==> src/hdl/ectt_pkg.sv <==
package ectt_pkg;

  localparam int KIND_W         = 4;
  localparam int OBJ_W          = 16;
  localparam int DELAY_IN_W     = 10;
  localparam int MAX_RESULTS    = 16;
  localparam int ENTRIES_DEF    = 16;
  localparam int DELAY_BITS_DEF = 10;

  // Item kind codes.
  localparam logic KIND_ADD  = 1'b0;
  localparam logic KIND_TICK = 1'b1;

  typedef struct packed {
    logic              fired;
    logic [KIND_W-1:0] kind;
    logic [OBJ_W-1:0]  object;
    logic              full;
  } res_t;

  typedef struct packed {
    logic push;
    res_t res;
  } rbuf_push_t;

  typedef struct packed {
    logic full;
    logic empty;
    logic last;
  } rbuf_stat_t;

endpackage

==> src/hdl/ectt_mem.sv <==
module ectt_mem #(
  parameter int WIDTH = 8,
  parameter int DEPTH = 16,
  localparam int AW = $clog2(DEPTH)
) (
  input  logic             clk,
  input  logic [AW-1:0]    raddr,
  output logic [WIDTH-1:0] rdata,
  input  logic             we,
  input  logic [AW-1:0]    waddr,
  input  logic [WIDTH-1:0] wdata
);

  logic [WIDTH-1:0] mem [DEPTH];

  always_ff @(posedge clk) begin
    if (we) begin
      mem[waddr] <= wdata;
    end
    rdata <= mem[raddr];
  end

endmodule

==> src/hdl/ectt_rbuf.sv <==
module ectt_rbuf (
  input  logic                clk,
  input  logic                rst,
  input  logic                clear,
  input  ectt_pkg::rbuf_push_t push,
  input  logic                pop,
  output ectt_pkg::res_t      head,
  output ectt_pkg::rbuf_stat_t stat
);
  import ectt_pkg::*;

  localparam int PTR_W = $clog2(MAX_RESULTS);
  localparam int CNT_W = $clog2(MAX_RESULTS + 1);

  res_t             slots [MAX_RESULTS];
  logic [CNT_W-1:0] wcnt;
  logic [PTR_W-1:0] rd_ptr;

  // Words are all written before the first one is read out, so the
  // write count doubles as the number of words held.
  always_ff @(posedge clk) begin
    if (rst || clear) begin
      wcnt   <= '0;
      rd_ptr <= '0;
    end else begin
      if (push.push) begin
        wcnt <= wcnt + CNT_W'(1);
      end
      if (pop) begin
        rd_ptr <= rd_ptr + PTR_W'(1);
      end
    end
  end

  always_ff @(posedge clk) begin
    if (push.push) begin
      slots[wcnt[PTR_W-1:0]] <= push.res;
    end
  end

  assign head       = slots[rd_ptr];
  assign stat.full  = (wcnt == CNT_W'(MAX_RESULTS));
  assign stat.empty = (wcnt == '0);
  assign stat.last  = ((CNT_W'(rd_ptr) + CNT_W'(1)) == wcnt);

endmodule

==> src/hdl/event_coalescing_timer_table.sv <==
// Hold-off timer table for coalescing repeated messages keyed by (msg_kind,
// object_id). An add (kind 0) for a new key takes the lowest free entry and
// fires at once; for a known key it only replaces the reload value and marks
// the entry pending; with no free entry it fires untracked with table_full.
// A tick (kind 1) decrements every live countdown; an entry at zero fires and
// reloads if pending, otherwise it is freed. A tick fires at most 16 words, in
// entry order; a tick that fires nothing returns one word with fired low.
// Every item walks the whole entry memory through its single read port, one
// entry per cycle, and then hands out its result words; one item is handled
// at a time and item_stall stays high until its last word has been taken.
// Entry contents need no clearing pass after reset: valid bits in flip-flops
// gate every entry.
module event_coalescing_timer_table #(
  parameter int ENTRIES    = ectt_pkg::ENTRIES_DEF,
  parameter int DELAY_BITS = ectt_pkg::DELAY_BITS_DEF
) (
  input  logic                            clk,
  input  logic                            rst,
  input  logic                            item_valid,
  output logic                            item_stall,
  input  logic                            kind,
  input  logic [ectt_pkg::KIND_W-1:0]     msg_kind,
  input  logic [ectt_pkg::OBJ_W-1:0]      object_id,
  input  logic [ectt_pkg::DELAY_IN_W-1:0] delay_ticks,
  output logic                            result_valid,
  input  logic                            result_stall,
  output logic                            fired,
  output logic [ectt_pkg::KIND_W-1:0]     fired_kind,
  output logic [ectt_pkg::OBJ_W-1:0]      fired_object,
  output logic                            table_full,
  output logic                            table_busy,
  output logic                            last
);
  import ectt_pkg::*;

  localparam int IDX_W  = $clog2(ENTRIES);
  localparam int CNT_W  = $clog2(ENTRIES + 1);
  localparam int WORD_W = KIND_W + OBJ_W + 2 * DELAY_BITS + 1;
  localparam int RL_LO  = 1;
  localparam int CD_LO  = 1 + DELAY_BITS;
  localparam int OBJ_LO = 1 + 2 * DELAY_BITS;
  localparam int KD_LO  = OBJ_LO + OBJ_W;
  localparam logic [DELAY_BITS-1:0] DMAX = '1;

  localparam logic [1:0] ST_IDLE   = 2'd0;
  localparam logic [1:0] ST_WALK   = 2'd1;
  localparam logic [1:0] ST_FINISH = 2'd2;
  localparam logic [1:0] ST_DRAIN  = 2'd3;

  logic [1:0]            state;
  logic                  cur_kind;
  logic [KIND_W-1:0]     cur_kd;
  logic [OBJ_W-1:0]      cur_obj;
  logic [DELAY_BITS-1:0] cur_d;
  logic [IDX_W-1:0]      walk_idx;
  logic                  issuing;
  logic                  s1_v;
  logic [IDX_W-1:0]      s1_idx;
  logic                  hit_found;
  logic [IDX_W-1:0]      hit_idx;
  logic [DELAY_BITS-1:0] hit_cd;
  logic                  free_found;
  logic [IDX_W-1:0]      free_idx;
  logic [ENTRIES-1:0]    valid;
  logic [CNT_W-1:0]      vcount;

  logic                  item_acc;
  logic                  res_acc;
  logic [DELAY_BITS-1:0] d_sat;
  logic [WORD_W-1:0]     rdata;
  logic                  mem_we;
  logic [IDX_W-1:0]      mem_waddr;
  logic [WORD_W-1:0]     mem_wdata;
  rbuf_push_t            push;
  rbuf_stat_t            stat;
  res_t                  head;
  logic                  free_now;
  logic                  alloc_now;
  logic                  s1_live;
  logic                  s1_end;

  logic [KIND_W-1:0]     r_kd;
  logic [OBJ_W-1:0]      r_obj;
  logic [DELAY_BITS-1:0] r_cd;
  logic [DELAY_BITS-1:0] r_rl;
  logic                  r_pend;

  assign item_acc     = item_valid && !item_stall;
  assign res_acc      = result_valid && !result_stall;
  assign item_stall   = (state != ST_IDLE);
  assign result_valid = (state == ST_DRAIN);

  assign d_sat = (32'(delay_ticks) > 32'(DMAX)) ? DMAX : DELAY_BITS'(delay_ticks);

  assign r_kd   = rdata[KD_LO +: KIND_W];
  assign r_obj  = rdata[OBJ_LO +: OBJ_W];
  assign r_cd   = rdata[CD_LO +: DELAY_BITS];
  assign r_rl   = rdata[RL_LO +: DELAY_BITS];
  assign r_pend = rdata[0];

  assign s1_live = s1_v && valid[s1_idx];
  assign s1_end  = s1_v && (s1_idx == IDX_W'(ENTRIES - 1));

  ectt_mem #(
    .WIDTH(WORD_W),
    .DEPTH(ENTRIES)
  ) u_mem (
    .clk  (clk),
    .raddr(walk_idx),
    .rdata(rdata),
    .we   (mem_we),
    .waddr(mem_waddr),
    .wdata(mem_wdata)
  );

  ectt_rbuf u_rbuf (
    .clk  (clk),
    .rst  (rst),
    .clear(item_acc),
    .push (push),
    .pop  (res_acc),
    .head (head),
    .stat (stat)
  );

  always_comb begin
    mem_we    = 1'b0;
    mem_waddr = s1_idx;
    mem_wdata = rdata;
    push      = '0;
    free_now  = 1'b0;
    alloc_now = 1'b0;
    unique case (state)
      ST_WALK: begin
        if (cur_kind == KIND_TICK && s1_live) begin
          if (r_cd != '0) begin
            mem_we    = 1'b1;
            mem_wdata = {r_kd, r_obj, r_cd - DELAY_BITS'(1), r_rl, r_pend};
          end else if (r_pend) begin
            // With the result buffer full the entry waits for a later tick.
            if (!stat.full) begin
              mem_we    = 1'b1;
              mem_wdata = {r_kd, r_obj, r_rl, r_rl, 1'b0};
              push.push = 1'b1;
              push.res  = '{fired: 1'b1, kind: r_kd, object: r_obj, full: 1'b0};
            end
          end else begin
            free_now = 1'b1;
          end
        end
      end
      ST_FINISH: begin
        if (cur_kind == KIND_ADD) begin
          push.push = 1'b1;
          if (hit_found) begin
            mem_we    = 1'b1;
            mem_waddr = hit_idx;
            mem_wdata = {cur_kd, cur_obj, hit_cd, cur_d, 1'b1};
          end else if (free_found) begin
            mem_we    = 1'b1;
            mem_waddr = free_idx;
            mem_wdata = {cur_kd, cur_obj, cur_d, cur_d, 1'b0};
            alloc_now = 1'b1;
            push.res  = '{fired: 1'b1, kind: cur_kd, object: cur_obj, full: 1'b0};
          end else begin
            push.res  = '{fired: 1'b1, kind: cur_kd, object: cur_obj, full: 1'b1};
          end
        end else if (stat.empty) begin
          push.push = 1'b1;
        end
      end
      default: begin
      end
    endcase
  end

  always_ff @(posedge clk) begin
    if (rst) begin
      state   <= ST_IDLE;
      issuing <= 1'b0;
      s1_v    <= 1'b0;
      valid   <= '0;
      vcount  <= '0;
    end else begin
      s1_v <= issuing;
      unique case (state)
        ST_IDLE: begin
          if (item_acc) begin
            state   <= ST_WALK;
            issuing <= 1'b1;
          end
        end
        ST_WALK: begin
          if (issuing && walk_idx == IDX_W'(ENTRIES - 1)) begin
            issuing <= 1'b0;
          end
          if (s1_end) begin
            state <= ST_FINISH;
          end
        end
        ST_FINISH: begin
          state <= ST_DRAIN;
        end
        ST_DRAIN: begin
          if (res_acc && stat.last) begin
            state <= ST_IDLE;
          end
        end
        default: begin
          state <= ST_IDLE;
        end
      endcase
      if (free_now) begin
        valid[s1_idx] <= 1'b0;
        vcount        <= vcount - CNT_W'(1);
      end else if (alloc_now) begin
        valid[free_idx] <= 1'b1;
        vcount          <= vcount + CNT_W'(1);
      end
    end
  end

  always_ff @(posedge clk) begin
    s1_idx <= walk_idx;
    if (item_acc) begin
      cur_kind   <= kind;
      cur_kd     <= msg_kind;
      cur_obj    <= object_id;
      cur_d      <= d_sat;
      walk_idx   <= '0;
      hit_found  <= 1'b0;
      free_found <= 1'b0;
    end else begin
      if (issuing && walk_idx != IDX_W'(ENTRIES - 1)) begin
        walk_idx <= walk_idx + IDX_W'(1);
      end
      // Key search for an add: first matching live entry, lowest free entry.
      if (state == ST_WALK && cur_kind == KIND_ADD && s1_v) begin
        if (s1_live && !hit_found && r_kd == cur_kd && r_obj == cur_obj) begin
          hit_found <= 1'b1;
          hit_idx   <= s1_idx;
          hit_cd    <= r_cd;
        end
        if (!valid[s1_idx] && !free_found) begin
          free_found <= 1'b1;
          free_idx   <= s1_idx;
        end
      end
    end
  end

  assign fired        = head.fired;
  assign fired_kind   = head.kind;
  assign fired_object = head.object;
  assign table_full   = head.full;
  assign table_busy   = (vcount != '0);
  assign last         = stat.last;

  a_vcount: assert property (@(posedge clk) disable iff (rst)
    32'(vcount) == $countones(valid))
    else $error("valid entry count disagrees with valid bits");

  a_no_overflow: assert property (@(posedge clk) disable iff (rst)
    push.push |-> !stat.full)
    else $error("result buffer written while full");

  a_alloc_free: assert property (@(posedge clk) disable iff (rst)
    alloc_now |-> !valid[free_idx])
    else $error("allocation into a live entry");

  a_done_idle: assert property (@(posedge clk) disable iff (rst)
    (res_acc && stat.last) |=> !item_stall)
    else $error("block not ready after last word");

endmodule
==> config.mk <==
export PLATFORM = sky130hd
export DESIGN_NAME = event_coalescing_timer_table
export DESIGN_NICKNAME = d
export VERILOG_FILES = /design/src/hdl/ectt_pkg.sv /design/src/hdl/ectt_mem.sv /design/src/hdl/ectt_rbuf.sv /design/src/hdl/event_coalescing_timer_table.sv
export SDC_FILE = /design/constraint.sdc
export NUM_CORES = 1
export LEC_CHECK = 0
export BUFFER_PORTS_ARGS = -buffer_cell sky130_fd_sc_hd__buf_4
export CAP_MARGIN = 20
export CORE_ASPECT_RATIO = 1.25
export CORE_UTILIZATION = 35
export CTS_BUF_LIST = sky130_fd_sc_hd__clkbuf_8
export DETAILED_ROUTE_END_ITERATION = 12
export PLACE_DENSITY = 0.46
export SLEW_MARGIN = 10
export SYNTH_ARGS = -nofsm -noshare
export SYNTH_HDL_FRONTEND = slang
export SYNTH_SLANG_ARGS = --single-unit
==> constraint.sdc <==
create_clock -name clk -period 4.8 [get_ports clk]
set_input_delay 0 -clock clk [delete_from_list [all_inputs] [get_ports clk]]
set_output_delay 0 -clock clk [all_outputs]
set_load 0.02 [all_outputs]
==> impl_metrics.tcl <==
set metrics [dict create \
    status "finished, final reports clean" \
    ys_ff_latch 1146 \
    grt_pass1_vias 23326 \
    dp_slack_ns 1.00 \
    drt_wl_total_um 114000 \
    critPathSlowestCell "nor2b_1" \
    max_freq_ghz 0.257 \
    clk_pin_slew_ns 0.06 \
    antenna_found_initial 3 \
    drv_slew 0 \
    r2r_cells 9 \
    fp.dieH_um 401 \
    setup_viol 0 \
    worstHoldPathType "primary input to register" \
    fin_crit_ns 3.89 \
    vias 22234 \
    start_util 0.355 \
    grt_use_met1 0.250 \
    slew_headroom 0.260 \
    met3_usage 0.0324 \
    crit_chain "inv_1 -> ha_1 -> or4b_4 -> nor3_4 -> nand2_2 -> a211oi_4 -> buf_4 -> a22oi_1 -> nor2b_1" \
    worstMarginPinSlew_ns 1.11 \
    ant_nets 0 \
    synth.yosys.seq_area_share 0.753 \
    async_reset_ff_frac 0 \
    grt_util_all_layers 0.180 \
    min_period_over_period 0.811 \
    crit_path_end_kind "register" \
    portBuffers 60 \
    synthSimpleGateAreaFrac 0.0307 \
    holdPathEnd "valid[2]$_SDFFE_PP0P_" \
    core_area_um2 126000 \
    clk_latency_ns 0.88 \
    numCtsBuffers 184 \
    setup_ws_ns 0.905 \
    crit_fanout 21 \
    yosys.area_share.adder 0.00394 \
    cts_tree "done" \
    drt_pass1_iterations 5 \
    avgSynthCellArea_um2 21.2 \
    fin_cells 4237 \
    synth_xor_xnor_area_share 0.00669 \
    htree_num_levels 4 \
    cts_max_path_buffers 3 \
    syn-cell-area_um2 44500 \
    fill_cells 11132 \
    arrival_ns 4.40 \
    hpwl_um 72700 \
    p_total_w 0.0259 \
    rsz0062_at_grt "no" \
    timing.rr.start "u_mem.rdata[11]$_DFF_P_" \
    syn-num-nets 2152 \
    final_cell_area_um2 51600 \
    cts_sinks 1146 \
    met2_usage 0.289 \
    route.detailed.drc 0 \
    synth.distinct_cells 74 \
    hold_path_depth 3 \
    synth_enable_flop_cells 1057 \
    place_area_um2 47600 \
    yosysWarnings 0 \
    layout-drive-gt1-share 0.291 \
    dp_cells 3835 \
    wl_per_cell_um 27.0 \
    num_io_pins 61 \
    worstSetupPathType "register to register" \
    overflow 0 \
    avgViaCountPerCell 5.25 \
    p_leak_nw 16.7 \
    syn_to_final_growth_pct 16.0 \
    ir_drop_mv 0.221 \
    critical_path_required_ns 5.31 \
    syn-instance-count 2103 \
    muxShareOfSynthArea 0.164 \
    synth_compound_area_frac 0.0303 \
    grt_max_degree 64 \
    synth_top_family_by_area "multiplexers" \
    setup_tns_ns 0 \
    die_w_um 321 \
    skew_ns 0.0399 \
    num_rows 145 \
    fin_nets 2446 \
    seq_area_um2 33500 \
    multi_input_area_um2 10600 \
    drt_iter0_drc 1834 \
    ys.flop_type "edfxtp_1" \
    hold_violations 0 \
    powerDensity_nw_per_um2 502 \
    cp-start-kind "register" \
    worst_hold_startpoint "rst" \
    regToRegSetupSlack_ns 0.91 \
    reg2reg_to "u_rbuf.slots[0][16]$_DFFE_PP_" \
    gp_congestion 0.820 \
    die_area_um2 129000 \
    grt.busiest_layer "met2" \
    slowest_delay_ns 0.87 \
    cts_root_buffer "clkbuf_8" \
    cap_violations 0 \
    grt_pass1_wl_um 166000 \
]
-- layout by cell type, fill, tap and decap left out, types with 20 or more instances in the layout --
cell type      Yosys  routed
xor2_1            25      25
o21ai_0           42      42
nor2_1            62      44
a22oi_1           26      26
mux4_2           315     315
nor2b_1           34      33
inv_1             15      83
clkinv_1           1      39
a21oi_1           35      35
dlygate4sd3_1      0      65
clkbuf_8           0     197
buf_4              2     138
a22o_1            32      32
dfxtp_1           89      82
edfxtp_1        1057    1057
nand2_1           49      49
clkinv_2           1      20
-- routing by layer --
| metal | wire length (um) | vias up |
|---|---|---|
| met5 | 0 | - |
| met4 | 2430 | 0 |
| met3 | 5540 | 162 |
| met2 | 55800 | 619 |
| met1 | 50700 | 12028 |
| li1 | - | 9425 |
-- metrics by stage --
stage	util	hold slack, ns
final	0.411	0.159
after global placement	0.379	0.180
after global routing	0.411	0.117
after CTS	0.411	0.0478
after detailed placement	0.379	0.180
after floorplan	-	0.0989
-- cell type report --
type	instances	area share
sequential	1146	0.649
multi-input combinational	832	0.206
antenna	1	0.0000485
timing repair buffer	216	0.0377
inverter	17	0.00126
tap	1690	0.0409
clock inverter	138	0.0124
clock buffer	197	0.0525
-- kinds of logic (layout without fill, tap and decap cells) --
| group | after synthesis | after routing |
|---|---|---|
| and+or+nand+nor | 258 | 258 |
| adders and majority gates | 14 | 14 |
| xor gates and xnor gates | 34 | 34 |
| buffers and inverters | 125 | 568 |
| other | 0 | 1 |
| AOI/OAI and AO/OA | 193 | 193 |
| muxes | 333 | 333 |
| DFF | 1146 | 1146 |
-- how the worst max path moves through the flow --
stage,start,end,slack [ns],depth (start not counted)
floorplan,s1_idx[2]$_DFF_P_,u_mem.mem[10][0]$_DFFE_PP_,0.73,8
global placement,u_mem.rdata[11]$_DFF_P_,u_mem.mem[8][11]$_DFFE_PP_,1.03,9
detailed placement,u_mem.rdata[11]$_DFF_P_,u_mem.mem[8][12]$_DFFE_PP_,1.0,9
CTS,u_mem.rdata[11]$_DFF_P_,u_mem.mem[8][12]$_DFFE_PP_,0.97,9
global route,u_mem.rdata[11]$_DFF_P_,u_rbuf.slots[2][9]$_DFFE_PP_,0.68,9
finish,u_mem.rdata[11]$_DFF_P_,u_rbuf.slots[0][16]$_DFFE_PP_,0.91,9
-- synthesized netlist by cell type, types with 7 or more instances --
cell | count | area share
a22oi_1 | 26 | 0.0044
nand3_1 | 16 | 0.0018
mux2i_1 | 16 | 0.0036
or3_1 | 14 | 0.0020
o21ai_0 | 42 | 0.0047
o211ai_1 | 8 | 0.0013
nand2b_1 | 7 | 0.00098
ha_1 | 14 | 0.0039
xor2_1 | 25 | 0.0049
inv_1 | 15 | 0.0013
mux4_2 | 315 | 0.16
and3_1 | 18 | 0.0025
clkbuf_1 | 69 | 0.0058
nor2b_1 | 34 | 0.0048
nor3_1 | 19 | 0.0021
buf_1 | 19 | 0.0016
buf_2 | 15 | 0.0017
nand2_1 | 49 | 0.0041
dfxtp_1 | 89 | 0.040
xnor2_1 | 9 | 0.0018
a22o_1 | 32 | 0.0063
a21oi_1 | 35 | 0.0039
nor2_1 | 62 | 0.0052
edfxtp_1 | 1057 | 0.71
-- registers in the layout, summed over array words and instances, names as in the netlist, named ones only --
signal / count
state: 2
hit_found: 1
valid: 16
u_mem.mem: 656
cur_kd: 4
hit_cd: 10
s1_v: 1
hit_idx: 4
u_rbuf.wcnt: 5
vcount: 5
walk_idx: 4
u_rbuf.rd_ptr: 4
u_mem.rdata: 41
cur_d: 10
cur_obj: 16
cur_kind: 1
free_found: 1
issuing: 1
u_rbuf.slots: 352
s1_idx: 4
free_idx: 4
-- critical path, delay by kind of cell (launching register included) --
kind / cells / cell delay [ns]
AOI/OAI and AO/OA: 2 / 0.43
DFF: 1 / 0.37
and+or+nand+nor: 4 / 2.02
adders and majority gates: 1 / 0.22
buffers and inverters: 2 / 0.46
-- where the power goes --
part / switching (W) / leakage [nW] / internal, W
registers: 0.000565 / 10.7 / 0.0125
logic: 0.00335 / 4.03 / 0.00181
clock network: 0.00384 / 1.97 / 0.00384
total: 0.00775 / 16.7 / 0.0182
-- what timing repair did --
action,4_1_cts,5_1_grt
setup buffers,0,0
gates resized for setup,0,0
hold buffers,65,0
hold endpoints to repair,105,0
No activity file was read; power rests on OpenSTA's default activity.
